### config.mk
export PLATFORM = sky130hd
export DESIGN_NAME = eqc_sqrt_cell
export DESIGN_NICKNAME = d
export VERILOG_FILES = /design/src/sv/euler_to_quaternion_unit_macros.svh /design/src/sv/eqc_pkg.sv /design/src/sv/eqc_sqrt_cell.sv
export SDC_FILE = /design/constraint.sdc
export NUM_CORES = 1
export LEC_CHECK = 0
export ABC_CLOCK_PERIOD_IN_PS = 3600
export BUFFER_PORTS_ARGS = -buffer_cell sky130_fd_sc_hd__buf_4
export CORE_MARGIN = 3
export CORE_UTILIZATION = 48
export DETAILED_ROUTE_END_ITERATION = 12
export GPL_TIMING_DRIVEN = 1
export PLACE_DENSITY = 0.77
export SYNTH_ARGS = -nofsm -noshare
export SYNTH_HDL_FRONTEND = slang
export SYNTH_SLANG_ARGS = --single-unit
### constraint.sdc
create_clock -name clock -period 3.6 [get_ports clock]
set_clock_uncertainty 0.2 [all_clocks]
set_input_delay 0.54 -clock clock [delete_from_list [all_inputs] [get_ports clock]]
set_output_delay 0.54 -clock clock [all_outputs]
set_load 0.02 [all_outputs]
### src/sv/euler_to_quaternion_unit_macros.svh
// ----------------------------------------------------------------------------
// Assertion macros for the Euler to quaternion unit
// Concurrent checks compiled in simulation, empty in synthesis.
// ----------------------------------------------------------------------------
`ifndef EULER_TO_QUATERNION_UNIT_MACROS_SVH
`define EULER_TO_QUATERNION_UNIT_MACROS_SVH

`ifndef SYNTHESIS
// check held off while reset is high
`define EQC_ASSERT(lbl, prop, msg) \
   lbl: assert property (@(posedge clock) disable iff (reset) prop) else $error(msg);
// check that holds on every edge
`define EQC_ASSERT_ALWAYS(lbl, prop, msg) \
   lbl: assert property (@(posedge clock) prop) else $error(msg);
`else
`define EQC_ASSERT(lbl, prop, msg)
`define EQC_ASSERT_ALWAYS(lbl, prop, msg)
`endif

`endif

### src/sv/eqc_pkg.sv
// ----------------------------------------------------------------------------
// eqc_pkg
// Widths, constants and elaboration-time helpers of the Euler to quaternion unit.
// ----------------------------------------------------------------------------
package eqc_pkg;

   localparam int ANGLE_FRAC_BITS_DEF = 13;
   localparam int QUAT_FRAC_BITS_DEF  = 14;
   localparam int CORDIC_STAGES_DEF   = 16;

   localparam int FIELD_W   = 16;
   localparam int WORK_FRAC = 30;
   localparam int XY_W      = 32;   // CORDIC vector, Q30, magnitude below 2^30
   localparam int Z_W       = 34;   // residual angle, Q30
   localparam int PROD_W    = 32;   // triple products and components
   localparam int SQ_W      = 64;   // sum of squares, Q60
   localparam int ROOT_BITS = 32;
   localparam int NORM_W    = 32;
   localparam int REM_W     = 64;

   localparam longint PI_Q32 = 64'sd13493037705;

   // quotient of two positive constants, shift and subtract; elaboration only
   function automatic longint const_quo(input longint num, input longint den);
      longint rem;
      longint quo;
      rem = 0;
      quo = 0;
      for (int b = 62; b >= 0; b--) begin
         rem = (rem <<< 1) | ((num >>> b) & 64'sd1);
         quo = quo <<< 1;
         if (rem >= den) begin
            rem = rem - den;
            quo = quo | 64'sd1;
         end
      end
      return quo;
   endfunction

   // atan(2^-i) in Q30; evaluated at elaboration only
   function automatic longint atan_pow2(input int i);
      longint sum;
      longint term;
      int     e;
      int     k;
      sum = 0;
      if (i == 0) begin
         return (PI_Q32 + 64'sd8) >>> 4;
      end
      for (k = 0; k < 32; k++) begin
         e = i * (2 * k + 1);
         if (e <= 62) begin
            term = const_quo(64'sd1 <<< (62 - e), longint'(2 * k + 1));
            if ((k % 2) == 1) begin
               sum = sum - term;
            end else begin
               sum = sum + term;
            end
         end
      end
      return (sum + (64'sd1 <<< 31)) >>> 32;
   endfunction

   // shift right by WORK_FRAC, round half up
   function automatic logic signed [PROD_W-1:0] rnd_work(input logic signed [63:0] p);
      logic signed [63:0] t;
      t = (p + (64'sd1 <<< (WORK_FRAC - 1))) >>> WORK_FRAC;
      return t[PROD_W-1:0];
   endfunction

endpackage

### src/sv/eqc_sqrt_cell.sv
// ----------------------------------------------------------------------------
// eqc_sqrt_cell
// One digit step of the integer square root, registered.
// ----------------------------------------------------------------------------
module eqc_sqrt_cell
   import eqc_pkg::*;
#(
   parameter int BIT_POS = 62
) (
   input  logic              clock,
   input  logic              en,
   input  logic [SQ_W-1:0]   src_v,
   input  logic [SQ_W-1:0]   src_r,
   output logic [SQ_W-1:0]   dst_v,
   output logic [SQ_W-1:0]   dst_r
);

   localparam logic [SQ_W-1:0] BIT_VAL = SQ_W'(1) << BIT_POS;

   logic [SQ_W-1:0] v_ff, v_in, r_ff, r_in, trial;

   assign trial = src_r + BIT_VAL;

   always_comb begin
      if (src_v >= trial) begin
         v_in = src_v - trial;
         r_in = (src_r >> 1) + BIT_VAL;
      end else begin
         v_in = src_v;
         r_in = src_r >> 1;
      end
   end

   always_ff @(posedge clock) begin
      if (en) begin
         v_ff <= v_in;
         r_ff <= r_in;
      end
   end

   assign dst_v = v_ff;
   assign dst_r = r_ff;

endmodule

# Word-level counts from Yosys, hierarchy flattened

Index checks and enable logic that the tools add are counted.

Add/sub/neg operators: 3
Multiply operators: 0
Div/mod/pow operators: 0
$lt $le $gt $ge: 1
Equality and inequality tests: 0
Shift-type cells: 0
Mux-type cells: 2
Bitwise operators: 0
Reductions and logical operators: 0

Operator list:

| kind                                                              | number |
|---|---|
| 63-bit by 63-bit adder with 64-bit output (second input constant) | 1 |
| 64-bit by 63-bit adder with 64-bit output (second input constant) | 1 |
| 64-bit >= comparator                                              | 1 |
| 64-bit 2-to-1 mux                                                 | 1 |
| 64-bit subtractor                                                 | 1 |
| 63-bit 2-to-1 mux                                                 | 1 |

Register bits: 128
Bits in latches: 0
Bits in writable memories: 0
Memory bits (read-only): 0
Bits of input ports: 130
Word-level logic and storage cells: 9
Memories: 0

# Logic depth before layout (Yosys ltp)

Word-level depth: 3
Mapped depth: 14
Gate-level depth less buffers: 13

# Least setup slack after synthesis

No wires, ideal clock.

Path kind: input to register
Start point: in src_r[16]
End point: reg v_ff[60] (netlist: dst_v[60]), data pin
Arrival: 3142 ps
Required time: 3143 ps
Slack: 0 ps
Cell stages on the path: 12
Buffers on the path: 0
Cells stage by stage: inv_1 > ha_1 > and2_1 > nand3_1 > or3_1 > a41o_1 > nor3_2 > o21ai_1 > o41ai_4 > or4b_1 > a21oi_1 > nor3_1

Cells in the longest elaborated chain, start to end: 3
Elaborated cells between the ends (all ways): 4

RTL lines:

| item                                                      | RTL line                                 | source |
|---|---|---|
| from (decl)                                               | eqc_sqrt_cell.sv:13                      | `input logic [SQ_W-1:0] src_r,` |
| 64-bit by 63-bit adder with 64-bit output *               | eqc_sqrt_cell.sv:22                      | `assign trial = src_r + BIT_VAL;` |
| 64-bit subtractor or 64-bit >= comparator (tied branches) | eqc_sqrt_cell.sv:26, eqc_sqrt_cell.sv:25 |  |
| 64-bit 2-to-1 mux *                                       | eqc_sqrt_cell.sv:25                      | `if (src_v >= trial) begin` |
| named net v_in[60]                                        | eqc_sqrt_cell.sv:20                      | `logic [SQ_W-1:0] v_ff, v_in, r_ff, r_in, trial;` |
| to (signal assigned)                                      | eqc_sqrt_cell.sv:36                      | `v_ff <= v_in;` |
| to (decl)                                                 | eqc_sqrt_cell.sv:20                      |  |

Mark *: on every way through the listed nets, which the timed path passes. The rest lies on a longest branch.
A chain may end at the register's enable or synchronous reset.

# Worst setup path after layout

Start point: in src_v[0]
End point: reg v_ff[42] (netlist: dst_v[42]), data pin

Cells in the longest elaborated chain, start to end: 2
Elaborated cells between the ends (all ways): 3

RTL lines:

| item                                                      | RTL line                                 | source |
|---|---|---|
| from (decl)                                               | eqc_sqrt_cell.sv:12                      | `input logic [SQ_W-1:0] src_v,` |
| 64-bit subtractor or 64-bit >= comparator (tied branches) | eqc_sqrt_cell.sv:26, eqc_sqrt_cell.sv:25 |  |
| 64-bit 2-to-1 mux *                                       | eqc_sqrt_cell.sv:25                      |  |
| named net v_in[42]                                        | eqc_sqrt_cell.sv:20                      |  |

Marked as above.

==> results.tsv <==
stage	metric	value	unit
logic_synthesis	synth.most_common_cell	edfxtp_1	
logic_synthesis	async_flop_share	0	
sta	maxSlewViolCount	0	
logic_synthesis	synth.avg_cell_area	9.728	um2
cts	cts_max_path_buffers	2	
run	drv_cap	0	
setup_path	crit_path_end_kind	register	
sta	relSlewSlack	0.6212	
logic_synthesis	ys_seq_elements	128	
cts	htree_levels	4	
setup_path	critPathMaxFanout	28	
setup_path	crit_chain	buf_4 > inv_1 > ha_1 > fa_1 > nand2b_1 > a21oi_2 > o41ai_2 > nor4bb_2 > nor3_2 > o21ai_2 > o41ai_4 > buf_4 > buf_12 > mux2_2	
logic_synthesis	synth_ff_type	edfxtp_1	
global_route	track_usage	0.2549	
global_route	antenna_found_initial	0	
layout	drive_above_1_share	0.3452	
logic_synthesis	syn_nets	1080	
setup_path	critPathKind	in -> reg	
global_route	grt_busiest_layer	met2	
logic_synthesis	yosysUniqueCellTypes	58	
min_path	hp-start	src_r[7]	
setup_path	cp-start-kind	input pin	
sta	tightest_slew	562.3	ps
setup_path	arrival	3460	ps
global_route	grt_pass1_wl	40.53	mm
outcome	status	finished clean	
logic_synthesis	netlist_instances	885	
detailed_routing	vias_per_cell	5.491	
layout	nets	1442	
detailed_routing	drt_iter0_drc	695	
detailed_routing	drc	0	
floorplan	die_h	139.9	um
layout	final_area	12250	um2
global_route	overflow	0	
floorplan	core-area	17420	um2
sta	setup_violations	0	
logic_synthesis	ys_warn_count	0	
floorplan	die_area	19580	um2
setup_path	cp_num_buf_inv	4	
place	hpwl	19.89	mm
logic_synthesis	synth_common_cells	128 x edfxtp_1, 111 x a21oi_1, 82 x nor2_1, 78 x inv_1, 64 x ha_1	
cts	clock_sinks	128	
detailed_routing	num_vias	8154	
detailed_routing	ant_nets	0	
logic_synthesis	synth_area_leader_cell	edfxtp_1	
cts	cts_inserted_buffers	17	
detailed_routing	wl	25.66	mm
global_route	grt_util_met1	0.3258	
layout	area_delta_synth_final	42.28	%
logic_synthesis	ys_seq_area_frac	0.4464	
logic_synthesis	ys_top_cells_by_area	edfxtp_1 45%, ha_1 9.3%, a21oi_1 6.5%	
logic_synthesis	synth_top_area_share	0.4464	
logic_synthesis	synth_edf_count	128	
logic_synthesis	netlist_area	8610	um2
cts	path_clk_slew	60	ps
layout	num_antenna_cells	0	
sta	fmax	286.8	MHz
detailed_routing	first_pass_iters	5	
pwr	p_total	5.458	mW
floorplan	start_util	0.4943	
sta	period_minus_slack	3487	ps
floorplan	rows	48	
layout	final_cell_count_no_fill	1485	
setup_path	cp_data_required_time	3570	ps
sta	rsz0062_at_grt	no	
sta	hold_viol	0	
sta	hold_slack	90.65	ps
sta	post-route-period-util	0.9685	
min_path	min_delay_worst_endpoint	dst_r[6]$_DFFE_PP_	
cts	cts-root-buf	clkbuf_16	
global_route	grt_max_degree	58	
floorplan	io_pins	258	
global_route	met3_usage	0.05360	
min_path	hold_path_depth	1	
min_path	worstHoldPathType	in -> reg	
global_route	met2_usage	0.4363	
setup_path	slowest_delay	410	ps
place	dp.cells	1452	
layout	fin_util	0.7033	
setup_path	crit_family	compound AO/OA/AOI/OAI gates	
pwr	power.leakage	5.750	nW
cts	hold_buffers	0	
global_route	grt_pass1_vias	8176	
floorplan	die_x	139.9	um
place	placed_area	11610	um2
place	finalWeightedCongestion	0.9062	
cts	cts_tree	done	
place	port_buffers	257	
pwr	peakVddDrop	0.3393	mV
pwr	power_density	445.6	nW/um2
setup_path	crit_top_cell	buf_4	
detailed_routing	wl_per_cell	17.28	um
setup_path	cp_slowest_cell	o41ai_4	
## where the power goes
part	switching, mW	leakage [nW]	internal [mW]
clock	0.689	0.274	1.02
sequential	0.0505	1.25	1.86
combinational	0.993	4.22	0.847
total	1.73	5.75	3.73
## metrics by stage
stage | TNS [ps] | worst slack, ps
after floorplan | 0 | 0.08749
after global placement | -12220 | -315.5
after detailed placement | -20460 | -485.2
after CTS | 0 | 20.47
after global routing | 0 | 6.889
final | 0 | 113.4
## cells by family after synthesis
logic type / after synthesis / synth area share
AO/OA/AOI/OAI: 272 / 0.1981
AND/OR/NAND/NOR: 234 / 0.1318
flip-flops: 128 / 0.4464
buffers and inverters: 115 / 0.05188
adder cells (fa/ha/maj): 65 / 0.09534
XOR/XNOR: 56 / 0.05697
multiplexers: 15 / 0.01947
## flip-flops by register name, indices dropped and copies added, names as in the netlist
register  flops
dst_r        64
dst_v        64
## layer usage
metal  vias to the layer above  share of wire
li1                       3954              -
met1                      3825           0.41
met2                       333           0.49
met3                        42          0.075
met4                         0          0.020
met5                         -              0
## cells in the final DEF (no fill, tap or decap), drive strengths merged, types with 3 or more instances in the layout
cell	n
nor3	12
a211oi	4
inv	80
and2	10
and4	3
clkbuf	18
o21ai	43
and3	13
o21a	7
or2	4
nor2b	10
ha	64
o41ai	3
clkinv	7
a21oi	111
o31a	5
a21boi	5
nand3	14
nand4	18
a31oi	7
nand2b	3
o21bai	11
clkinvlp	3
or3	4
buf	380
o211ai	7
nor2	82
a21o	49
nand2	52
mux2	14
edfxtp	128
a41oi	5
xnor2	36
xor2	20
## area by class of cell
cell class,instances,area (um2)
Fill cell,1335,5167
Clock buffer,18,429.2
Multi-Input combinational cell,642,4350
Inverter,78,292.8
Clock inverter,14,141.4
Tap cell,225,281.5
Sequential cell,128,3844
Timing Repair Buffer,380,2910
## timing repair
action | in CTS | in global routing
gates resized for setup | 1 | 12
pin swaps | 0 | 2
buffers inserted | 0 | 1
setup endpoints to repair | 1 | 57
## worst max-delay path by stage
stage          startpoint                  end  cells after the start
2_1_floorplan   src_r[16]  dst_v[60]$_DFFE_PP_                     12
5_1_grt          src_v[0]  dst_v[45]$_DFFE_PP_                     14
3_3_place_gp     src_v[0]  dst_v[61]$_DFFE_PP_                     16
6_report         src_v[0]  dst_v[42]$_DFFE_PP_                     14
4_1_cts          src_v[0]  dst_v[61]$_DFFE_PP_                     16
3_5_place_dp     src_v[0]  dst_v[61]$_DFFE_PP_                     16
Note: power is estimated with default switching activity, not from simulation.
