--- src/sv/euler_to_quaternion_unit_macros.svh ---
// ----------------------------------------------------------------------------
// Assertion macros for the Euler to quaternion unit
// Concurrent checks compiled in simulation, empty in synthesis.
// ----------------------------------------------------------------------------
`ifndef EULER_TO_QUATERNION_UNIT_MACROS_SVH
`define EULER_TO_QUATERNION_UNIT_MACROS_SVH

`ifndef SYNTHESIS
// check held off while reset is high
`define EQC_ASSERT(lbl, prop, msg) \
   lbl: assert property (@(posedge clock) disable iff (reset) prop) else $error(msg);
// check that holds on every edge
`define EQC_ASSERT_ALWAYS(lbl, prop, msg) \
   lbl: assert property (@(posedge clock) prop) else $error(msg);
`else
`define EQC_ASSERT(lbl, prop, msg)
`define EQC_ASSERT_ALWAYS(lbl, prop, msg)
`endif

`endif

--- src/sv/eqc_pkg.sv ---
// ----------------------------------------------------------------------------
// eqc_pkg
// Widths, constants and elaboration-time helpers of the Euler to quaternion unit.
// ----------------------------------------------------------------------------
package eqc_pkg;

   localparam int ANGLE_FRAC_BITS_DEF = 13;
   localparam int QUAT_FRAC_BITS_DEF  = 14;
   localparam int CORDIC_STAGES_DEF   = 16;

   localparam int FIELD_W   = 16;
   localparam int WORK_FRAC = 30;
   localparam int XY_W      = 32;   // CORDIC vector, Q30, magnitude below 2^30
   localparam int Z_W       = 34;   // residual angle, Q30
   localparam int PROD_W    = 32;   // triple products and components
   localparam int SQ_W      = 64;   // sum of squares, Q60
   localparam int ROOT_BITS = 32;
   localparam int NORM_W    = 32;
   localparam int REM_W     = 64;

   localparam longint PI_Q32 = 64'sd13493037705;

   // quotient of two positive constants, shift and subtract; elaboration only
   function automatic longint const_quo(input longint num, input longint den);
      longint rem;
      longint quo;
      rem = 0;
      quo = 0;
      for (int b = 62; b >= 0; b--) begin
         rem = (rem <<< 1) | ((num >>> b) & 64'sd1);
         quo = quo <<< 1;
         if (rem >= den) begin
            rem = rem - den;
            quo = quo | 64'sd1;
         end
      end
      return quo;
   endfunction

   // atan(2^-i) in Q30; evaluated at elaboration only
   function automatic longint atan_pow2(input int i);
      longint sum;
      longint term;
      int     e;
      int     k;
      sum = 0;
      if (i == 0) begin
         return (PI_Q32 + 64'sd8) >>> 4;
      end
      for (k = 0; k < 32; k++) begin
         e = i * (2 * k + 1);
         if (e <= 62) begin
            term = const_quo(64'sd1 <<< (62 - e), longint'(2 * k + 1));
            if ((k % 2) == 1) begin
               sum = sum - term;
            end else begin
               sum = sum + term;
            end
         end
      end
      return (sum + (64'sd1 <<< 31)) >>> 32;
   endfunction

   // shift right by WORK_FRAC, round half up
   function automatic logic signed [PROD_W-1:0] rnd_work(input logic signed [63:0] p);
      logic signed [63:0] t;
      t = (p + (64'sd1 <<< (WORK_FRAC - 1))) >>> WORK_FRAC;
      return t[PROD_W-1:0];
   endfunction

endpackage

--- src/sv/eqc_div_cell.sv ---
// ----------------------------------------------------------------------------
// eqc_div_cell
// One restoring division step: one quotient bit, registered.
// ----------------------------------------------------------------------------
module eqc_div_cell
   import eqc_pkg::*;
#(
   parameter int QB    = 15,
   parameter int SHIFT = 0
) (
   input  logic              clock,
   input  logic              en,
   input  logic [REM_W-1:0]  src_rem,
   input  logic [NORM_W-1:0] src_den,
   input  logic [QB-1:0]     src_quo,
   output logic [REM_W-1:0]  dst_rem,
   output logic [NORM_W-1:0] dst_den,
   output logic [QB-1:0]     dst_quo
);

   logic [REM_W-1:0]  rem_ff, rem_in, sub;
   logic [NORM_W-1:0] den_ff;
   logic [QB-1:0]     quo_ff, quo_in;

   assign sub = REM_W'(src_den) << SHIFT;

   always_comb begin
      if (src_rem >= sub) begin
         rem_in = src_rem - sub;
         quo_in = src_quo | (QB'(1) << SHIFT);
      end else begin
         rem_in = src_rem;
         quo_in = src_quo;
      end
   end

   always_ff @(posedge clock) begin
      if (en) begin
         rem_ff <= rem_in;
         den_ff <= src_den;
         quo_ff <= quo_in;
      end
   end

   assign dst_rem = rem_ff;
   assign dst_den = den_ff;
   assign dst_quo = quo_ff;

endmodule

--- config.mk ---
export PLATFORM = sky130hd
export DESIGN_NAME = eqc_div_cell
export DESIGN_NICKNAME = d
export VERILOG_FILES = /design/src/sv/euler_to_quaternion_unit_macros.svh /design/src/sv/eqc_pkg.sv /design/src/sv/eqc_div_cell.sv
export SDC_FILE = /design/constraint.sdc
export NUM_CORES = 1
export LEC_CHECK = 0
export BUFFER_PORTS_ARGS = -buffer_cell sky130_fd_sc_hd__buf_2
export CORE_MARGIN = 4
export CORE_UTILIZATION = 40
export DETAILED_ROUTE_END_ITERATION = 10
export PLACE_DENSITY = 0.69
export SLEW_MARGIN = 30
export SYNTH_ARGS = -nofsm -noshare
export SYNTH_HDL_FRONTEND = slang
export SYNTH_SLANG_ARGS = --single-unit
--- constraint.sdc ---
create_clock -name clock -period 3.4 [get_ports clock]
set_input_delay 0.68 -clock clock [delete_from_list [all_inputs] [get_ports clock]]
set_output_delay 0.68 -clock clock [all_outputs]
set_load 0.01 [all_outputs]
**Yosys cells after proc, flatten, opt, wreduce, memory -nomap -nowiden**

Index checks and enable logic that the tools add are counted.

- Register bits after elaboration: 111
- Output and inout bits: 111
- Word-level logic and storage cells: 7

- Add/sub/neg operators: 1
- Order comparisons: 1
- Muxes and demuxes: 1

Operators with widths:

| cell | number |
|---|---|
| $ge A64 B32 Y1 | 1 |
| $mux W64 | 1 |
| $sub A64 B32 Y64 | 1 |

**Depth between registers and ports, before layout**

Gate-level depths: netlist (run 1).

- Depth in word-level cells: 2
- Depth in mapped cells: 13

**Worst setup path after synthesis (run 1)**

Ideal clock, no wire load.

- Path type: input to register
- Start: in src_rem[0]
- End: reg rem_ff[58] (netlist: dst_rem[58]) (data pin)
- Library setup time: 0.264 ns
- Arrival: 2.979 ns
- Data required time: 3.136 ns
- Path slack: 0.156 ns
- Cell stages on the path: 12
- Cell sequence: inv_1 -> ha_1 -> fa_1 -> nand2b_1 -> a211oi_2 -> o21a_1 -> a221oi_2 -> a21bo_1 -> buf_6 -> or3_1 -> a211oi_2 -> xor2_1

- Cells in the longest elaborated chain, start to end: 2
- Elaborated cells between the ends (all ways): 3

RTL lines:

| what | line | source |
|---|---|---|
| from (decl) | eqc_div_cell.sv:13 | `input logic [REM_W-1:0] src_rem,` |
| $sub A64 B32 Y64 / $ge A64 B32 Y1 (equally long branches) | eqc_div_cell.sv:29, eqc_div_cell.sv:28 |  |
| $mux W64 (*) | eqc_div_cell.sv:28 | `if (src_rem >= sub) begin` |
| via rem_in[58] | eqc_div_cell.sv:21 | `logic [REM_W-1:0] rem_ff, rem_in, sub;` |
| to (signal assigned) | eqc_div_cell.sv:39 | `rem_ff <= rem_in;` |
| to (decl) | eqc_div_cell.sv:21 |  |

Mark *: on every way through the listed nets, which the timed path passes. The rest lies on a longest branch.
A chain may end at the register's enable or synchronous reset.

**Final worst setup path (run 1)**

- Start: in src_rem[0]
- End: reg rem_ff[63] (netlist: dst_rem[63]) (data pin)

The elaborated chain is that of the path after synthesis.

==> run summary, run 1 <==
Crit path kind -> in2reg
Max_cap viols -> 0
Number of enable flip-flop cells after synthesis -> 111
Dpl hpwl -> 16600 um
# resized after CTS -> 0
Post-synthesis sequential area ratio -> 48.4%
Synth Instances -> 658
CTS sink count -> 111
Htree depth -> 3
Final Hold Violating Endpoints -> 0
Final Cycle Share -> 91.6%
Post-CTS Setup Inserts -> 0
Buf/Inv on CP -> 2
Total gr overflow -> 0
# fillers -> 1569
Hold Buf Count CTS -> 0
Slowest stage cell, crit path -> fa_1
Dpl ws -> -0.0914 ns
Synth Net Count -> 804
WL final -> 20100 um
Post-Synthesis Cell Area -> 6890 sq um
Rows -> 47
Setup_tns -> 0 ns
Worst-path clk slew -> 0.08 ns
Worst Path Arrival -> 3.22 ns
Cell Chain, Critical Path -> buf_2 -> inv_1 -> ha_1 -> fa_1 -> nand2b_1 -> a211oi_2 -> o21a_1 -> a221oi_2 -> a21bo_2 -> or3b_4 -> nor3_2 -> xor2_1
Sw Share -> 30.0%
Total Die Area -> 19400 sq um
Layout cells sized above 1 -> 36.1%
Status -> complete, no violations
First-pass GRT wire length -> 32500 um
Fmax -> 0.321 GHz
Lkg Pwr -> 3.77 nW
CORE AREA -> 16700 sq um
DRC violations left -> 0
Setup ws final -> 0.287 ns
Logic pwr share -> 25.6%
Clock buffer depth -> 2
CTS Buf Count -> 9
Peak supply drop -> 240 uV
Pwr/cell area -> 413 nW/um^2
Normalized max-slew margin -> 53.8%
IO buf count -> 223
Setup violators final -> 0
Area growth syn-to-layout -> 29.7%
Unrepaired setup endpoints after global routing -> false
Antenna viol nets, final -> 0
Flip-flop and latch area -> 3330 sq um
CTS tree -> yes
Sequential share of power -> 46.5%
Area of the multi-input gates -> 3300 sq um
Worst-margin pin slew -> 0.693 ns
GP Congestion -> 0.935
Initial antenna violation count -> 0
Vias per cell -> 5.24
Drt wl/cell -> 17.3 um
# diodes -> 0
Vias in the first global route -> 6159
P_int -> 0.00258 W
Initial Util -> 41.2%
Die width -> 139 um
Chip height -> 139 um
DR vias -> 6095
Worst EP required -> 3.51 ns
Gr usage total -> 20.9%
Clock root cell -> clkbuf_16
Distinct cells, synth -> 73
Largest net degree at the start of global routing -> 59
Syn avg cell area -> 10.5 sq um
Post-synthesis register bit count -> 111
Top Ports -> 224
DRT Pass-1 Iters -> 5
Critical Path Sink Type -> register
Final min period -> 3.11 ns
Clock power frac -> 27.8%
Delay-heaviest family, CP -> compound AO/OA/AOI/OAI gates
CP max FO -> 7
Top_reg_cell synth -> edfxtp_1
Synthesis warning total -> 0
Final net count -> 1084
Startpoint types -> primary input
Pwr Total -> 0.00369 W
Max incr delay on CP -> 0.41 ns
Switching power -> 0.00110 W
DR iter-0 viols -> 471
Post-synth ARST share -> 0%
Slew Limit Fails -> 0
Min-delay worst type -> in2reg
==> cell usage in the layout, fill, tap and decap left out, types with 32 or more instances in the layout <==
cell type,count
nor2_1,45
inv_1,36
edfxtp_1,111
o21ai_0,53
buf_2,222
nand2_1,78
xor2_1,36
buf_4,63
a21oi_1,41
ha_1,32
==> area by class of cell <==
cell class                 count  share of cell area, %
multi-input combinational    494                   37.0
clock inverter                 7                  0.616
sequential                   111                   37.3
tap                          220                   3.08
timing repair buffer         286                   18.0
inverter                      36                   1.51
clock buffer                   9                   2.52
==> kinds of logic (layout without fill, tap and decap cells) <==
| family | after synthesis | count (layout) | share of synthesized area, % |
|---|---|---|---|
| muxes | 5 | 5 | 0.817 |
| adders and majority gates | 33 | 33 | 6.10 |
| AOI/OAI and AO/OA | 154 | 154 | 14.5 |
| xor gates and xnor gates | 62 | 62 | 7.88 |
| and+or+nand+nor | 240 | 240 | 18.6 |
| buffers and inverters | 53 | 338 | 3.63 |
| DFF | 111 | 111 | 48.4 |
==> registers in the layout (all words and copies together) (netlist names) <==
signal,flops
dst_quo,15
dst_rem,64
dst_den,32
==> synth_stat cells, types with 5 or more instances <==
cell	count	area, sq um
o21ai_0	53	265
nor4_1	9	56.3
nand4_1	9	56.3
a21oi_1	41	205
nor2_1	45	169
nand2_1	78	293
a21o_1	9	67.6
inv_1	36	135
or3_1	8	50.1
edfxtp_1	111	3330
nor3_1	21	105
nand2b_1	12	75.1
xnor2_1	26	228
mux2_2	5	56.3
xor2_1	36	315
and3_1	5	31.3
ha_1	32	400
buf_4	6	45.0
o211ai_1	6	45.0
a211oi_1	5	37.5
nand3_1	14	70.1
==> path summary, 6_finish.rpt <==
kind	cells past startpoint	startpoint	end
worst max-delay path	12	src_rem[0]	dst_rem[63]
worst min-delay path	1	src_quo[4]	dst_quo[4]
==> per-layer routing <==
| metal | vias to the layer above | share of wire [%] | global-route usage [%] |
|---|---|---|---|
| met2 | 225 | 45 | 32.2 |
| met4 | 0 | 2.8 | 8.29 |
| met3 | 35 | 7.6 | 4.53 |
| met1 | 2852 | 44 | 28.9 |
| li1 | 2983 | - | - |
| met5 | - | 0 | 0 |
==> power groups by stage <==
stage	combinational [W]	sequential, W	clock (W)
after floorplan	0.000409	0.00183	0
after global placement	0.000934	0.00174	0
after detailed placement	0.000943	0.00175	0
after CTS	0.000947	0.00172	0.00106
after global routing	0.00104	0.00173	0.00112
final	0.000944	0.00172	0.00103
==> per-stage QoR <==
stage               instances  hold WS (ns)  utilization [%]  area (sq um)
floorplan                 658         0.779                -          6890
global placement         1147         0.857             51.8          8650
detailed placement       1147         0.858             51.8          8650
CTS                      1163         0.469             53.5          8930
global route             1163         0.471             53.5          8930
finish                   1163         0.487             53.5          8930
Note: power is estimated with default switching activity, not from simulation.
==> inputs of run 2 (changes only) <==
- CORE_ASPECT_RATIO: not set -> 0.6
==> run 2 against run 1 <==
Compared with the run above:
- worst setup slack worse by 0.10 ns
- wire length rose by 5.4%
- non-clock buffer count is 23 higher
- cell count increased by 2.7%
- final area up 2.0%
- maximum frequency is 3.2% lower
- clock power hardly changed
- first-iteration DRC count grew 30%
- sequential power is essentially flat
- count of clock-buffer cells in the layout did not move
- die area increased by 0.35%
- sequential cell count unchanged
- critical path type unchanged
- largest cell class unchanged
==> run summary, run 2 (synthesis results as in run 1) <==
Status -> complete, no violations
Die width -> 177 um (+27%)
Total gr overflow -> 0 (unchanged)
WL final -> 21200 um (+5.4%)
Logic pwr share -> 26.5% (+0.9 points)
Final Hold Violating Endpoints -> 0 (unchanged)
Startpoint types -> primary input
CTS sink count -> 111 (unchanged)
Crit path kind -> in2reg
Top Ports -> 224 (unchanged)
Pwr/cell area -> 412 nW/um^2 (-0.12%)
Gr usage total -> 21.4% (+0.47 points)
Antenna viol nets, final -> 0 (unchanged)
Normalized max-slew margin -> 53.2% (-0.63 points)
Worst-path clk slew -> 0.08 ns (about the same)
Number of flip-flops in the largest register -> 64 (unchanged)
Max_cap viols -> 0 (unchanged)
Final instance area -> 9110 sq um (+2.0%)
Sw Share -> 30.4% (+0.47 points)
IO buf count -> 223 (unchanged)
Dpl hpwl -> 17400 um (+4.9%)
# resized after CTS -> 0 (unchanged)
Initial Util -> 41.7% (+0.42 points)
Critical Path Sink Type -> register
Clock root cell -> clkbuf_16
Post-Place Cells -> 1178 (+2.7%)
Total Die Area -> 19500 sq um (+0.35%)
Rows -> 36 (-23%)
Final Cycle Share -> 94.6% (+3.0 points)
Switching power -> 0.00114 W (+3.5%)
DRC violations left -> 0 (unchanged)
Slew Limit Fails -> 0 (unchanged)
Largest net degree at the start of global routing -> 59 (unchanged)
Min-delay worst type -> in2reg
CTS tree -> yes
P_int -> 0.00261 W (+1.2%)
Clock power frac -> 27.7% (about the same)
Setup_tns -> 0 ns (unchanged)
Fmax -> 0.311 GHz (-3.2%)
DP Area -> 8830 sq um (+2.1%)
Drt wl/cell -> 17.8 um (+2.6%)
Final min period -> 3.22 ns (+0.102 ns)
Clock buffer depth -> 2 (unchanged)
Vias in the first global route -> 5924 (-3.8%)
Setup violators final -> 0 (unchanged)
Pwr Total -> 0.00376 W (+1.9%)
DR iter-0 viols -> 611 (+30%)
Chip height -> 110 um (-21%)
GP Congestion -> 0.955 (+2.2%)
Post-CTS Setup Inserts -> 0 (unchanged)
Sequential share of power -> 45.8% (-0.7 points)
Worst Path Arrival -> 3.32 ns (+0.10 ns)
Layout cells sized above 1 -> 37.5% (+1.4 points)
Final Non-Filler Cells -> 1194 (+2.7%)
First-pass GRT wire length -> 32300 um (-0.58%)
Initial antenna violation count -> 2 (+2)
Commonest non-fill, non-tap cell in the layout -> buf_2
CORE AREA -> 16500 sq um (-1.0%)
Lkg Pwr -> 3.88 nW (+2.9%)
Vias per cell -> 5.24 (about the same)
Peak supply drop -> 263 uV (+9.7%)
Unrepaired setup endpoints after global routing -> false
# diodes -> 0 (unchanged)
Area growth syn-to-layout -> 32.3%
Worst EP required -> 3.51 ns (about the same)
Most frequent cells in the layout -> buf_2 (222), edfxtp_1 (111), buf_4 (86)
CTS Buf Count -> 9 (unchanged)
Htree depth -> 3 (unchanged)
DR vias -> 6255 (+2.6%)
Worst-margin pin slew -> 0.697 ns (+0.00405 ns)
CP max FO -> 15 (+8)
DRT Pass-1 Iters -> 5 (unchanged)
Hold Buf Count CTS -> 0 (unchanged)
Final net count -> 1107 (+2.1%)
[run 2: cell types whose count changed in the layout (fill, tap and decap cells not counted)]
cell,change
buf_4,+23
inv_8,+2
inv_6,-2
clkinv_1,+1
clkinv_4,-1
[run 2: worst max-delay path, stage by stage]
cell and delay [ns]:
buf_2 0.11, ha_1 0.37, a21oi_2 0.19, a21boi_0 0.12, a311o_1 0.37, a221oi_2 0.42, a21bo_2 0.45, buf_4 0.26
mux2_2 0.34
[run 2: layer usage]
metal	part of all wire [%]	vias up	track usage [%]	wire, um
met4	0.76	4	3.20	161
li1	-	3040	-	-
met1	50	2900	33.0	10600
met3	12	16	8.14	2450
met2	38	295	28.6	8050
met5	0.094	-	0	20
[run 2: layout make-up]
class | count | area, sq um
clock buffers | 9 | 225
clock inverters | 7 | 55.1
fillers | 1501 | 7420
well taps | 228 | 285
inverters | 36 | 135
repair buffers | 309 | 1780
multi-input cells | 494 | 3300
flip-flops and latches | 111 | 3330
[run 2: worst paths after layout]
path               startpoint          end  slack [ns]  depth (start not counted)
hold / removal    src_quo[10]  dst_quo[10]        0.49                          1
setup / recovery  src_rem[18]  dst_rem[22]        0.18                          9
[run 2: through the flow]
stage,setup slack [ns],hold WS (ns),util [%]
floorplan,0.156,0.779,-
global placement,-0.124,0.856,53.4
detailed placement,-0.154,0.858,53.4
CTS,0.222,0.484,55.1
global route,0.0393,0.478,55.1
finish,0.185,0.494,55.1
[run 2: power groups by stage]
| stage | Combinational [W] | Sequential (W) | Clock (W) |
|---|---|---|---|
| 6_report | 0.000997 | 0.00172 | 0.00104 |
| 3_3_place_gp | 0.000979 | 0.00175 | 0 |
| 4_1_cts | 0.000992 | 0.00172 | 0.00107 |
| 3_5_place_dp | 0.000986 | 0.00175 | 0 |
| 5_1_grt | 0.00109 | 0.00173 | 0.00113 |
| 2_1_floorplan | 0.000409 | 0.00183 | 0 |
