$ cat config.mk
export PLATFORM = sky130hd
export DESIGN_NAME = eqc_cordic_cell
export DESIGN_NICKNAME = d
export VERILOG_FILES = /design/src/sv/euler_to_quaternion_unit_macros.svh /design/src/sv/eqc_pkg.sv /design/src/sv/eqc_cordic_cell.sv
export SDC_FILE = /design/constraint.sdc
export NUM_CORES = 1
export LEC_CHECK = 0
export BUFFER_PORTS_ARGS = -buffer_cell sky130_fd_sc_hd__buf_2
export CORE_MARGIN = 2
export CORE_UTILIZATION = 45
export CTS_BUF_LIST = sky130_fd_sc_hd__clkbuf_4
export CTS_CLUSTER_DIAMETER = 60
export CTS_CLUSTER_SIZE = 8
export DETAILED_ROUTE_END_ITERATION = 6
export PLACE_DENSITY = 0.67
export SYNTH_ARGS = -nofsm -noshare
export SYNTH_HDL_FRONTEND = slang
export SYNTH_SLANG_ARGS = --single-unit
$ cat constraint.sdc
create_clock -name clock -period 5.8 [get_ports clock]
set_clock_uncertainty 0.15 [all_clocks]
set_input_delay 1.16 -clock clock [delete_from_list [all_inputs] [get_ports clock]]
set_output_delay 1.16 -clock clock [all_outputs]
set_load 0.01 [all_outputs]
$ cat src/sv/euler_to_quaternion_unit_macros.svh
// ----------------------------------------------------------------------------
// Assertion macros for the Euler to quaternion unit
// Concurrent checks compiled in simulation, empty in synthesis.
// ----------------------------------------------------------------------------
`ifndef EULER_TO_QUATERNION_UNIT_MACROS_SVH
`define EULER_TO_QUATERNION_UNIT_MACROS_SVH

`ifndef SYNTHESIS
// check held off while reset is high
`define EQC_ASSERT(lbl, prop, msg) \
   lbl: assert property (@(posedge clock) disable iff (reset) prop) else $error(msg);
// check that holds on every edge
`define EQC_ASSERT_ALWAYS(lbl, prop, msg) \
   lbl: assert property (@(posedge clock) prop) else $error(msg);
`else
`define EQC_ASSERT(lbl, prop, msg)
`define EQC_ASSERT_ALWAYS(lbl, prop, msg)
`endif

`endif

$ cat src/sv/eqc_pkg.sv
// ----------------------------------------------------------------------------
// eqc_pkg
// Widths, constants and elaboration-time helpers of the Euler to quaternion unit.
// ----------------------------------------------------------------------------
package eqc_pkg;

   localparam int ANGLE_FRAC_BITS_DEF = 13;
   localparam int QUAT_FRAC_BITS_DEF  = 14;
   localparam int CORDIC_STAGES_DEF   = 16;

   localparam int FIELD_W   = 16;
   localparam int WORK_FRAC = 30;
   localparam int XY_W      = 32;   // CORDIC vector, Q30, magnitude below 2^30
   localparam int Z_W       = 34;   // residual angle, Q30
   localparam int PROD_W    = 32;   // triple products and components
   localparam int SQ_W      = 64;   // sum of squares, Q60
   localparam int ROOT_BITS = 32;
   localparam int NORM_W    = 32;
   localparam int REM_W     = 64;

   localparam longint PI_Q32 = 64'sd13493037705;

   // quotient of two positive constants, shift and subtract; elaboration only
   function automatic longint const_quo(input longint num, input longint den);
      longint rem;
      longint quo;
      rem = 0;
      quo = 0;
      for (int b = 62; b >= 0; b--) begin
         rem = (rem <<< 1) | ((num >>> b) & 64'sd1);
         quo = quo <<< 1;
         if (rem >= den) begin
            rem = rem - den;
            quo = quo | 64'sd1;
         end
      end
      return quo;
   endfunction

   // atan(2^-i) in Q30; evaluated at elaboration only
   function automatic longint atan_pow2(input int i);
      longint sum;
      longint term;
      int     e;
      int     k;
      sum = 0;
      if (i == 0) begin
         return (PI_Q32 + 64'sd8) >>> 4;
      end
      for (k = 0; k < 32; k++) begin
         e = i * (2 * k + 1);
         if (e <= 62) begin
            term = const_quo(64'sd1 <<< (62 - e), longint'(2 * k + 1));
            if ((k % 2) == 1) begin
               sum = sum - term;
            end else begin
               sum = sum + term;
            end
         end
      end
      return (sum + (64'sd1 <<< 31)) >>> 32;
   endfunction

   // shift right by WORK_FRAC, round half up
   function automatic logic signed [PROD_W-1:0] rnd_work(input logic signed [63:0] p);
      logic signed [63:0] t;
      t = (p + (64'sd1 <<< (WORK_FRAC - 1))) >>> WORK_FRAC;
      return t[PROD_W-1:0];
   endfunction

endpackage

$ cat src/sv/eqc_cordic_cell.sv
// ----------------------------------------------------------------------------
// eqc_cordic_cell
// One rotation-mode CORDIC micro-rotation, registered.
// ----------------------------------------------------------------------------
module eqc_cordic_cell
   import eqc_pkg::*;
#(
   parameter int STAGE = 0
) (
   input  logic                   clock,
   input  logic                   en,
   input  logic signed [XY_W-1:0] src_x,
   input  logic signed [XY_W-1:0] src_y,
   input  logic signed [Z_W-1:0]  src_z,
   output logic signed [XY_W-1:0] dst_x,
   output logic signed [XY_W-1:0] dst_y,
   output logic signed [Z_W-1:0]  dst_z
);

   localparam logic signed [Z_W-1:0] ATAN = Z_W'(atan_pow2(STAGE));

   logic signed [XY_W-1:0] x_ff, x_in, y_ff, y_in, dx, dy;
   logic signed [Z_W-1:0]  z_ff, z_in;

   assign dx = src_y >>> STAGE;
   assign dy = src_x >>> STAGE;

   always_comb begin
      if (!src_z[Z_W-1]) begin
         x_in = src_x - dx;
         y_in = src_y + dy;
         z_in = src_z - ATAN;
      end else begin
         x_in = src_x + dx;
         y_in = src_y - dy;
         z_in = src_z + ATAN;
      end
   end

   always_ff @(posedge clock) begin
      if (en) begin
         x_ff <= x_in;
         y_ff <= y_in;
         z_ff <= z_in;
      end
   end

   assign dst_x = x_ff;
   assign dst_y = y_ff;
   assign dst_z = z_ff;

endmodule

# Word-level counts from Yosys, hierarchy flattened

Index checks and enable logic that the tools add are counted.

Multiplexer cells: 3
Add/sub/neg operators: 5

Operator list:

| cell                     | number |
|---|---|
| $mux W32                 | 2 |
| $sub A32 B32 Y32         | 2 |
| $add A34 B31 Y34 const B | 1 |
| $mux W34                 | 1 |
| $sub A34 B31 Y34 const B | 1 |
| $add A32 B32 Y32         | 1 |

Bits in registers: 98
Bits of input ports: 100
Output and inout port bits: 98

# Depth between registers and ports, before layout

Gate-level depths: netlist (run 1).

Depth after elaboration: 2
Gate-level depth with buffers: 14
Mapped depth without buffers: 12

# Least setup slack after synthesis (run 1)

No wires, ideal clock.

Kind: input port to flip-flop
Start: input src_z[33]
End: register z_ff[29] (netlist: dst_z[29]) (data pin)
Arrival time: 4.202 ns
Stages: 13
Library setup time: 0.262 ns
Path slack: 1.186 ns
Buffers on the path: 2
Cell sequence: inv_1 -> clkbuf_1 -> buf_1 -> ha_1 -> a21oi_1 -> o21ai_0 -> a22oi_1 -> o21ai_1 -> a221o_1 -> a32o_1 -> a21oi_1 -> o21bai_1 -> xor2_1

Word-level cells in the longest chain between the ends: 1

Ends and longest elaborated chain:

| what                   | line                  | source |
|---|---|---|
| start: declaration     | eqc_cordic_cell.sv:14 | `input logic signed [Z_W-1:0] src_z,` |
| $mux W34               | eqc_cordic_cell.sv:29 | `if (!src_z[Z_W-1]) begin` |
| via z_in[29]           | eqc_cordic_cell.sv:23 | `logic signed [Z_W-1:0] z_ff, z_in;` |
| end signal: assignment | eqc_cordic_cell.sv:44 | `z_ff <= z_in;` |
| end: declaration       | eqc_cordic_cell.sv:23 |  |

The timed path passes the listed nets, and every way through them passes these cells.
A chain may end at the register's enable or synchronous reset.

# Worst setup path after layout (run 1)

Start: input src_x[1]
End: register x_ff[31] (netlist: dst_x[31]) (data pin)

Word-level cells in the longest chain between the ends: 2

Ends and longest elaborated chain:

| what                                                 | line                                         | source |
|---|---|---|
| start: declaration                                   | eqc_cordic_cell.sv:12                        | `input logic signed [XY_W-1:0] src_x,` |
| $sub A32 B32 Y32 or $add A32 B32 Y32 (tied branches) | eqc_cordic_cell.sv:30, eqc_cordic_cell.sv:34 |  |
| $mux W32 *                                           | eqc_cordic_cell.sv:29                        |  |
| via x_in[31]                                         | eqc_cordic_cell.sv:22                        | `logic signed [XY_W-1:0] x_ff, x_in, y_ff, y_in, dx, dy;` |
| end signal: assignment                               | eqc_cordic_cell.sv:42                        | `x_ff <= x_in;` |
| end: declaration                                     | eqc_cordic_cell.sv:22                        |  |

Mark *: on every way through the listed nets, which the timed path passes. The rest lies on a longest branch.

==> results of run 1 <==
## per-layer routing
layer / track usage / vias up / routed length, µm
li1: - / 4379 / -
met1: 0.325 / 4145 / 12500
met2: 0.352 / 417 / 12000
met4: 0.0873 / 0 / 873
met5: 0 / - / 0
met3: 0.0310 / 54 / 1960
## stage by stage
| step | total power (W) | hold slack, ns | instance area (µm²) | utilization |
|---|---|---|---|---|
| after global placement | 0.00201 | 1.34 | 11100 | 0.510 |
| after global routing | 0.00257 | 0.849 | 11300 | 0.518 |
| after CTS | 0.00243 | 0.817 | 11300 | 0.518 |
| final | 0.00243 | 0.858 | 11300 | 0.518 |
| after detailed placement | 0.00202 | 1.35 | 11100 | 0.510 |
| after floorplan | 0.00167 | 1.12 | 9920 | - |
## flip-flops by register name (all words and copies together) (netlist names)
register,cells
dst_y,32
dst_x,31
dst_z,34
## cells in the final DEF (no fill, tap or decap), types with 10 or more instances in the layout
| master | n |
|---|---|
| buf_2 | 196 |
| ha_1 | 134 |
| a21oi_1 | 131 |
| inv_1 | 97 |
| edfxtp_1 | 97 |
| xnor2_1 | 81 |
| nor2_1 | 78 |
| o21ai_0 | 61 |
| nand2_1 | 44 |
| a21o_1 | 28 |
| nor3_1 | 26 |
| nor2b_1 | 23 |
| o21bai_1 | 23 |
| nand3_1 | 22 |
| nand2b_1 | 18 |
| a211oi_1 | 15 |
| nand4_1 | 12 |
| o21a_1 | 12 |
| a31oi_1 | 12 |
| xor2_1 | 10 |
| nor4_1 | 10 |
| o31ai_1 | 10 |
| clkbuf_4 | 10 |
## worst max-delay path, delay by kind of cell
| kind | cells | cell delay, ns |
|---|---|---|
| compound gates | 6 | 1.96 |
| simple gates | 2 | 0.38 |
| fa+ha+maj | 1 | 0.37 |
| buf+inv | 2 | 0.21 |
| xor+xnor | 1 | 0.16 |
## layout make-up
type | instances | area, µm² | share of cell area
timing repair buffer | 201 | 1020 | 0.0904
sequential | 97 | 2910 | 0.259
inverter | 103 | 387 | 0.0343
clock inverter | 5 | 81.3 | 0.00722
clock buffer | 10 | 75.1 | 0.00667
multi-input combinational | 875 | 6430 | 0.571
tap | 280 | 350 | 0.0311
antenna | 1 | 2.50 | 0.000222
## where the power goes
part           leakage [nW]  switching, W  internal (W)
Sequential            0.949     0.0000361      0.000931
Combinational          3.94      0.000636      0.000417
Clock                0.0825      0.000231      0.000178
Total                  4.98      0.000903       0.00153
## worst max path at each step
stage	startpoint	end	slack, ns	cells after the start
after global routing	src_x[1]	dst_x[31]	1.50	12
final	src_x[1]	dst_x[31]	1.63	12
after CTS	src_x[1]	dst_x[31]	1.79	12
after floorplan	src_z[33]	dst_z[29]	1.19	13
after detailed placement	src_x[1]	dst_x[31]	1.26	12
after global placement	src_x[1]	dst_x[31]	1.35	12
## cells by family after synthesis
kind of cell    after synthesis  synth area share
compound gates              371             0.248
buf+inv                     146            0.0578
flops                        97             0.294
mux                          11            0.0114
fa+ha+maj                   137             0.175
xor+xnor                     91            0.0803
simple gates                265             0.134
==> run summary, run 1 <==
pre-CTS WS -> 1.26 ns
number of synthesized register bits -> 97
# IOs -> 198
Total GRT Usage -> 0.228
row cnt -> 54
# fillers -> 2129
CTS tree -> yes
clk root buf -> clkbuf_4
Detail Placement HPWL -> 22.0 mm
chip width -> 152 µm
H-Tree Depth -> 3
first-pass GRT wire length -> 43.2 mm
final wirelength -> 27.4 mm
Cells after Synth -> 1118
initial core utilization -> 0.456
Setup-failing EPs final -> 0
Leakage -> 4.98 nW
syn avg cell area -> 8.87 µm²
layout cells sized above 1 -> 0.191
RePlAce Congestion -> 0.959
detailed-route via count -> 8995
antenna violations before repair -> 1
post-CTS sizing -> 0
top area cells in the synthesized netlist -> edfxtp_1, ha_1, xnor2_1, a21oi_1, inv_1
Top FF cell, synth -> edfxtp_1
Die Ht -> 152 µm
NumNets Final -> 1524
Hold Crit Class -> primary input to register
# DRC -> 0
Period minus WS final -> 4.17 ns
Final Worst Setup Slack -> 1.63 ns
syn nets -> 1355
CP max FO -> 5
share of Yosys cell area claimed by the top area cell type -> 0.294
leading area contributor after synthesis -> edfxtp_1
largest net degree at the start of global routing -> 62
Worst Path Arrival -> 4.26 ns
post-route non-filler standard cell count -> 1572
clock slew at reported path FFs -> 0.15 ns
slowest CP cell -> o41ai_1
Ys Warns -> 0
vias per cell -> 5.72
Hold Buf Count CTS -> 0
vias in the first global route -> 8401
WHS Endpoint -> dst_z[0]
hold path depth -> 2
Max Buffers Root-to-Sink -> 2
worst path cell trace -> buf_2, inv_1, ha_1, nor2b_1, o21bai_1, a31oi_1, o41ai_1, o31ai_2, a211oi_1, nand2b_1, a32oi_1, xnor2_1
worst endpoint required time -> 5.89 ns
max-slew violations -> 0
Core Area -> 21800 µm²
Tcrit/Tclk final -> 0.719
Max-cap violations -> 0
clock sink count -> 97
routed len/inst -> 17.4 µm
RSZ-0062 raised after global routing -> no
Worst VDD drop -> 0.0851 mV
placed cell count -> 1556
Power Dens Cells -> 216 nW/µm²
Fin Setup TNS -> 0 ns
Slew headroom -> 0.474
antenna-violating nets left -> 0
actual slew at the worst max-slew pin -> 0.778 ns
Distinct cells, synth -> 79
number of port buffers -> 197
outcome -> complete, no violations
Synth async-reset ratio -> 0
Post-synth EDFFs -> 97
clock buffers created by TritonCTS -> 9
die footprint -> 23300 µm²
DRT Pass-1 Iters -> 5
CP max stage delay -> 0.73 ns
drt first-iter violations -> 818
post-CTS setup buffer count -> 0
WS Path Type -> primary input to register
Final Hold Fails -> 0
Worst Hold Launch -> src_z[0]
Netlist Area Pre-Place -> 9920 µm²
synth-to-layout area growth -> 13.5%
gr ovfl total -> 0
top-count cell post-synth -> ha_1
FMAX -> 240 MHz
CP endpoint kind -> register
Startpoint Class -> primary input
commonest cells in the netlist -> ha_1, a21oi_1, inv_1, edfxtp_1, xnor2_1
Seq/Total Area, Yosys -> 0.294
No activity file was read; power rests on OpenSTA's default activity.
==> inputs of run 2 (changes only) <==
- ABC_AREA: not set -> 1
- PLACE_DENSITY: 0.67 -> 0.66
- clock period: 5.8 -> 4.3 ns (I/O delays scaled with it)
==> run 2 against run 1 <==
Net effect:
- critical path depth down 1
- critical endpoint is now dst_z[31]
- first-iteration DRC count up 11%
- clock power up 55%
- largest cell class unchanged
- flip-flop and latch count unchanged
- worst hold slack worse by 0.30 ns
- setup slack worse by 0.39 ns
==> run summary, run 2 <==
outcome -> complete, no violations
antenna violations before repair -> 1
Leakage -> 7.87 nW
clock buffers created by TritonCTS -> 9
layout cells sized above 1 -> 0.107
Design Area, Final -> 13900 µm²
RSZ-0062 raised after global routing -> no
commonest cells after routing, fill and taps aside -> nand2_1, inv_1, buf_2
Top Metal Used -> met4
Hold Crit Class -> primary input to register
Final Hold Fails -> 0
top-count cell post-synth -> nand2_1
Distinct cells, synth -> 39
top area cells in the synthesized netlist -> edfxtp_1, nand2_1, ha_1, inv_1, nand3_1
CP max FO -> 17
row cnt -> 60
Post-synth EDFFs -> 97
NumNets Final -> 2456
Die Ht -> 171 µm
post-CTS setup buffer count -> 0
initial core utilization -> 0.461
leading area contributor after synthesis -> edfxtp_1
post-route met1 wirelength -> 19.6 mm
clk root buf -> clkbuf_4
hold path depth -> 2
chip width -> 171 µm
Detail Placement HPWL -> 36.4 mm
CP endpoint kind -> register
leading cell type in the layout, fill and taps excluded -> nand2_1
Seq/Total Area, Yosys -> 0.233
WL met2 -> 19.6 mm
Ys Warns -> 0
commonest cells in the netlist -> nand2_1, inv_1, nand3_1, nor2_1, ha_1
WS Path Type -> primary input to register
Largest register FFs -> 34
Slew headroom -> 0.482
clock slew at reported path FFs -> 0.20 ns
Hold Buf Count CTS -> 0
Netlist Area Pre-Place -> 12500 µm²
Max-cap violations -> 0
Tcrit/Tclk final -> 0.711
Power Dens Cells -> 257 nW/µm²
drt first-iter violations -> 904
syn nets -> 2283
Fin Setup TNS -> 0 ns
Startpoint Class -> primary input
vias per cell -> 5.14
gr ovfl total -> 0
worst endpoint required time -> 4.47 ns
post-CTS sizing -> 0
detailed-route via count -> 13355
clock sink count -> 97
Cells after Synth -> 2046
# IOs -> 198
share of Yosys cell area claimed by the top area cell type -> 0.233
Period minus WS final -> 3.06 ns
vias in the first global route -> 12659
# fillers -> 2903
Total GRT Usage -> 0.296
die footprint -> 29100 µm²
Placed Area -> 13800 µm²
routed len/inst -> 16.6 µm
Setup-failing EPs final -> 0
FMAX -> 327 MHz
H-Tree Depth -> 3
Synth async-reset ratio -> 0
Top FF cell, synth -> edfxtp_1
number of synthesized register bits -> 97
max-slew violations -> 0
synth-to-layout area growth -> 11.5%
DRT Pass-1 Iters -> 5
antenna-violating nets left -> 0
final wirelength -> 43.2 mm
actual slew at the worst max-slew pin -> 0.778 ns
Worst VDD drop -> 0.181 mV
syn avg cell area -> 6.10 µm²
RePlAce Congestion -> 0.984
routed wl met3 -> 2.64 mm
CTS tree -> yes
Worst Path Arrival -> 3.22 ns
first-pass GRT wire length -> 66.5 mm
largest net degree at the start of global routing -> 53
Core Area -> 27100 µm²
Max Buffers Root-to-Sink -> 2
# DRC -> 0
number of port buffers -> 197
## run 2: changes by cell type in the layout (fill, tap and decap cells not counted), moves of 16 or more
cell / delta
nand4_1: +16
xnor2_1: -76
nand3_1: +160
a21o_1: -24
nor2b_1: -23
nor2_1: +76
xor2_1: +24
nand2_1: +693
inv_1: +283
nand2b_1: -18
## run 2: through the flow
| stage | util | cells | total power (W) | setup WS [ns] | hold slack, ns |
|---|---|---|---|---|---|
| floorplan | - | 2046 | 0.00236 | 1.18 | 0.822 |
| global placement | 0.507 | 2580 | 0.00294 | 0.752 | 1.12 |
| detailed placement | 0.507 | 2580 | 0.00295 | 0.652 | 1.12 |
| CTS | 0.514 | 2596 | 0.00358 | 1.23 | 0.542 |
| global route | 0.514 | 2597 | 0.00383 | 1.03 | 0.558 |
| finish | 0.514 | 2597 | 0.00358 | 1.24 | 0.563 |
## run 2: cells by family (layout without fill, tap and decap cells)
family | count (synthesis) | in the layout | share of synthesized area
AOI/OAI and AO/OA | 220 | 220 | 0.0951
buffers and inverters | 423 | 601 | 0.134
xor gates and xnor gates | 39 | 39 | 0.0274
adders and majority gates | 137 | 137 | 0.139
and+or+nand+nor | 1130 | 1130 | 0.371
other | 0 | 1 | 0
DFF | 97 | 97 | 0.233
## run 2: path summary, 6_finish.rpt
path                       from   endpoint
worst min-delay path   src_z[0]   dst_z[0]
worst max-delay path  src_z[33]  dst_z[31]
## run 2: power by group
part           internal, W  switching (W)  total (W)
Combinational     0.000540        0.00114    0.00168
Sequential         0.00122      0.0000438    0.00127
Clock             0.000196       0.000438   0.000635
Total              0.00196        0.00162    0.00358
## run 2: worst max-delay path, cell delays in order
cell and delay (ns):
buf_2 0.31, inv_2 0.24, buf_4 0.24, ha_1 0.27
nand2_1 0.07, o21ai_2 0.21, a21oi_1 0.17, o21ai_0 0.52
nand2_1 0.16, nand3_1 0.11, nand2_1 0.05
## run 2: final cells by class
| type | count | area (µm²) | share of cell area |
|---|---|---|---|
| antenna | 1 | 2.50 | 0.000180 |
| clock buffer | 9 | 67.6 | 0.00485 |
| clock inverter | 7 | 100 | 0.00719 |
| inverter | 382 | 1430 | 0.103 |
| multi-input combinational | 1526 | 7890 | 0.567 |
| sequential | 97 | 2910 | 0.209 |
| tap | 372 | 465 | 0.0334 |
| timing repair buffer | 203 | 1050 | 0.0751 |
## run 2: layer usage
layer | vias to the layer above | global-route usage
met5 | - | 0
met4 | 0 | 0.0988
met3 | 68 | 0.0393
met2 | 508 | 0.501
met1 | 5984 | 0.390
li1 | 6795 | -
==> inputs of run 3 (changes only) <==
- ABC_AREA: 1 -> 0
- PLACE_DENSITY: 0.66 -> 0.67
- clock period: 4.3 -> 2.9 ns (I/O delays scaled with it)
==> run 3 against run 2 <==
Net effect:
- the flow now finishes with violations (negative setup slack)
- wire length shrank 24%
- setup slack lost 1.3 ns
- sequential power grew 54%
- clock power grew 19%
- die area shrank 20%
- sequential share of layout area shrank 1.1 points
- via count shrank 22%
- non-clock buffer count grew 341
- combinational power grew 74%
- utilization grew 16 points
- total power grew 57%
- global-route usage shrank 2.0 points
- critical path type unchanged
- critical endpoint is now dst_y[30]
- highest routed layer unchanged
==> run summary, run 3 (synthesized netlist as in run 1, its figures left out) <==
outcome -> complete, but fails checks
failing checks -> negative setup slack
NumNets Final -> 1867
largest net degree at the start of global routing -> 73
worst path cell trace -> buf_4, ha_4, nor3b_4, o31ai_4, o22ai_4, a2111oi_4, a21oi_2, a311o_1, a211o_1, a21oi_2, xor2_1
WS Path Type -> primary input to register
Max Buffers Root-to-Sink -> 2
Worst Hold Launch -> src_z[0]
Leakage -> 6.78 nW
Power Dens Cells -> 383 nW/µm²
layout cells sized above 1 -> 0.423
Slew headroom -> 0.460
total power -> 0.00563 W
chip width -> 152 µm
Period minus WS final -> 2.94 ns
die footprint -> 23300 µm²
first-pass GRT wire length -> 52.3 mm
CP endpoint kind -> register
Startpoint Class -> primary input
routed len/inst -> 17.2 µm
actual slew at the worst max-slew pin -> 0.810 ns
CP max stage delay -> 0.40 ns
CP max FO -> 7
commonest cells after routing, fill and taps aside -> buf_4, buf_2, a21oi_1, ha_1, edfxtp_1
Max-cap violations -> 0
RePlAce Congestion -> 0.968
vias in the first global route -> 10117
slowest CP cell -> a311o_1
CP most frequent cell -> a21oi_2
Final Worst Setup Slack -> -0.0356 ns
final wirelength -> 32.9 mm
WHS Endpoint -> dst_z[0]
Final Hold Fails -> 0
initial core utilization -> 0.456
# fillers -> 1826
synth-to-layout area growth -> 48.0%
clock slew at reported path FFs -> 0.16 ns
clock buffers created by TritonCTS -> 9
Worst VDD drop -> 0.171 mV
# DRC -> 0
worst endpoint required time -> 2.98 ns
clock sink count -> 97
number of port buffers -> 197
H-Tree Depth -> 3
Detail Placement HPWL -> 27.2 mm
row cnt -> 54
Tcrit/Tclk final -> 1.01
clk root buf -> clkbuf_4
vias per cell -> 5.46
detailed-route via count -> 10449
pre-CTS WS -> -0.651 ns
leading cell type in the layout, fill and taps excluded -> buf_4
Hold Crit Class -> primary input to register
Largest register FFs -> 34
# IOs -> 198
Total GRT Usage -> 0.277
FMAX -> 341 MHz
hold path depth -> 2
RSZ-0062 raised after global routing -> yes
CTS tree -> yes
max-slew violations -> 0
Hold Buf Count CTS -> 0
antenna-violating nets left -> 0
Die Ht -> 152 µm
Worst Path Arrival -> 3.01 ns
Core Area -> 21800 µm²
antenna violations before repair -> 1
post-route non-filler standard cell count -> 1915
DRT Pass-1 Iters -> 5
placed cell count -> 1894
gr ovfl total -> 0
drt first-iter violations -> 812
Setup-failing EPs final -> 1
run 3: cell count changes in the layout (fill, tap and decap cells not counted), moves of 76 or more:
cell / change
nand2_1: -693
buf_4: +334
inv_1: -291
nand3_1: -163
nor2_1: -79
xnor2_1: +76
run 3: worst max-delay path, delay by kind of cell:
family,cells,cell delay (ns)
AOI/OAI and AO/OA,7,1.83
xor gates and xnor gates,1,0.09
adders and majority gates,1,0.31
buffers and inverters,1,0.13
and+or+nand+nor,1,0.06
run 3: how the worst max path moves through the flow:
stage,depth (start not counted),startpoint,to
2_1_floorplan,13,src_z[33],dst_z[31]
3_3_place_gp,12,src_x[7],dst_x[30]
3_5_place_dp,15,src_x[1],dst_x[31]
4_1_cts,12,src_y[0],dst_y[30]
5_1_grt,15,src_x[12],dst_y[28]
6_report,11,src_y[7],dst_y[30]
run 3: cell type report:
cell class / count / area (µm²) / share of cell area
Multi-Input combinational cell: 875 / 7170 / 0.488
Timing Repair Buffer: 544 / 3710 / 0.253
Sequential cell: 97 / 2910 / 0.198
Inverter: 103 / 404 / 0.0275
Tap cell: 280 / 350 / 0.0239
Clock buffer: 12 / 90.1 / 0.00614
Clock inverter: 3 / 42.5 / 0.00290
Antenna cell: 1 / 2.50 / 0.000170
run 3: metrics by stage:
step	instance area, µm²	setup TNS (ns)	util	hold slack (ns)
floorplan	10400	-2.05	-	0.542
global placement	14000	-20.85	0.645	0.746
detailed placement	14000	-23.11	0.645	0.760
CTS	14300	-0.0964	0.657	0.231
global route	14700	-0.352	0.675	0.232
finish	14700	-0.0356	0.675	0.265
run 3: timing repair:
item / CTS / global route
endpoints found under the hold margin: 0 / 0
endpoints found under the setup margin: 11 / 28
pin swaps: 12 / 42
setup buffers: 3 / 5
gates resized for setup: 22 / 77
run 3: power by group:
part	switching, W	internal, W	total, W
logic	0.00153	0.00140	0.00292
clock network	0.000470	0.000288	0.000757
registers	0.0000824	0.00186	0.00195
run 3: metal layers:
metal,share of wire,global-route usage
met5,0,0
met4,0.013,0.0542
met3,0.062,0.0304
met2,0.48,0.468
met1,0.45,0.386
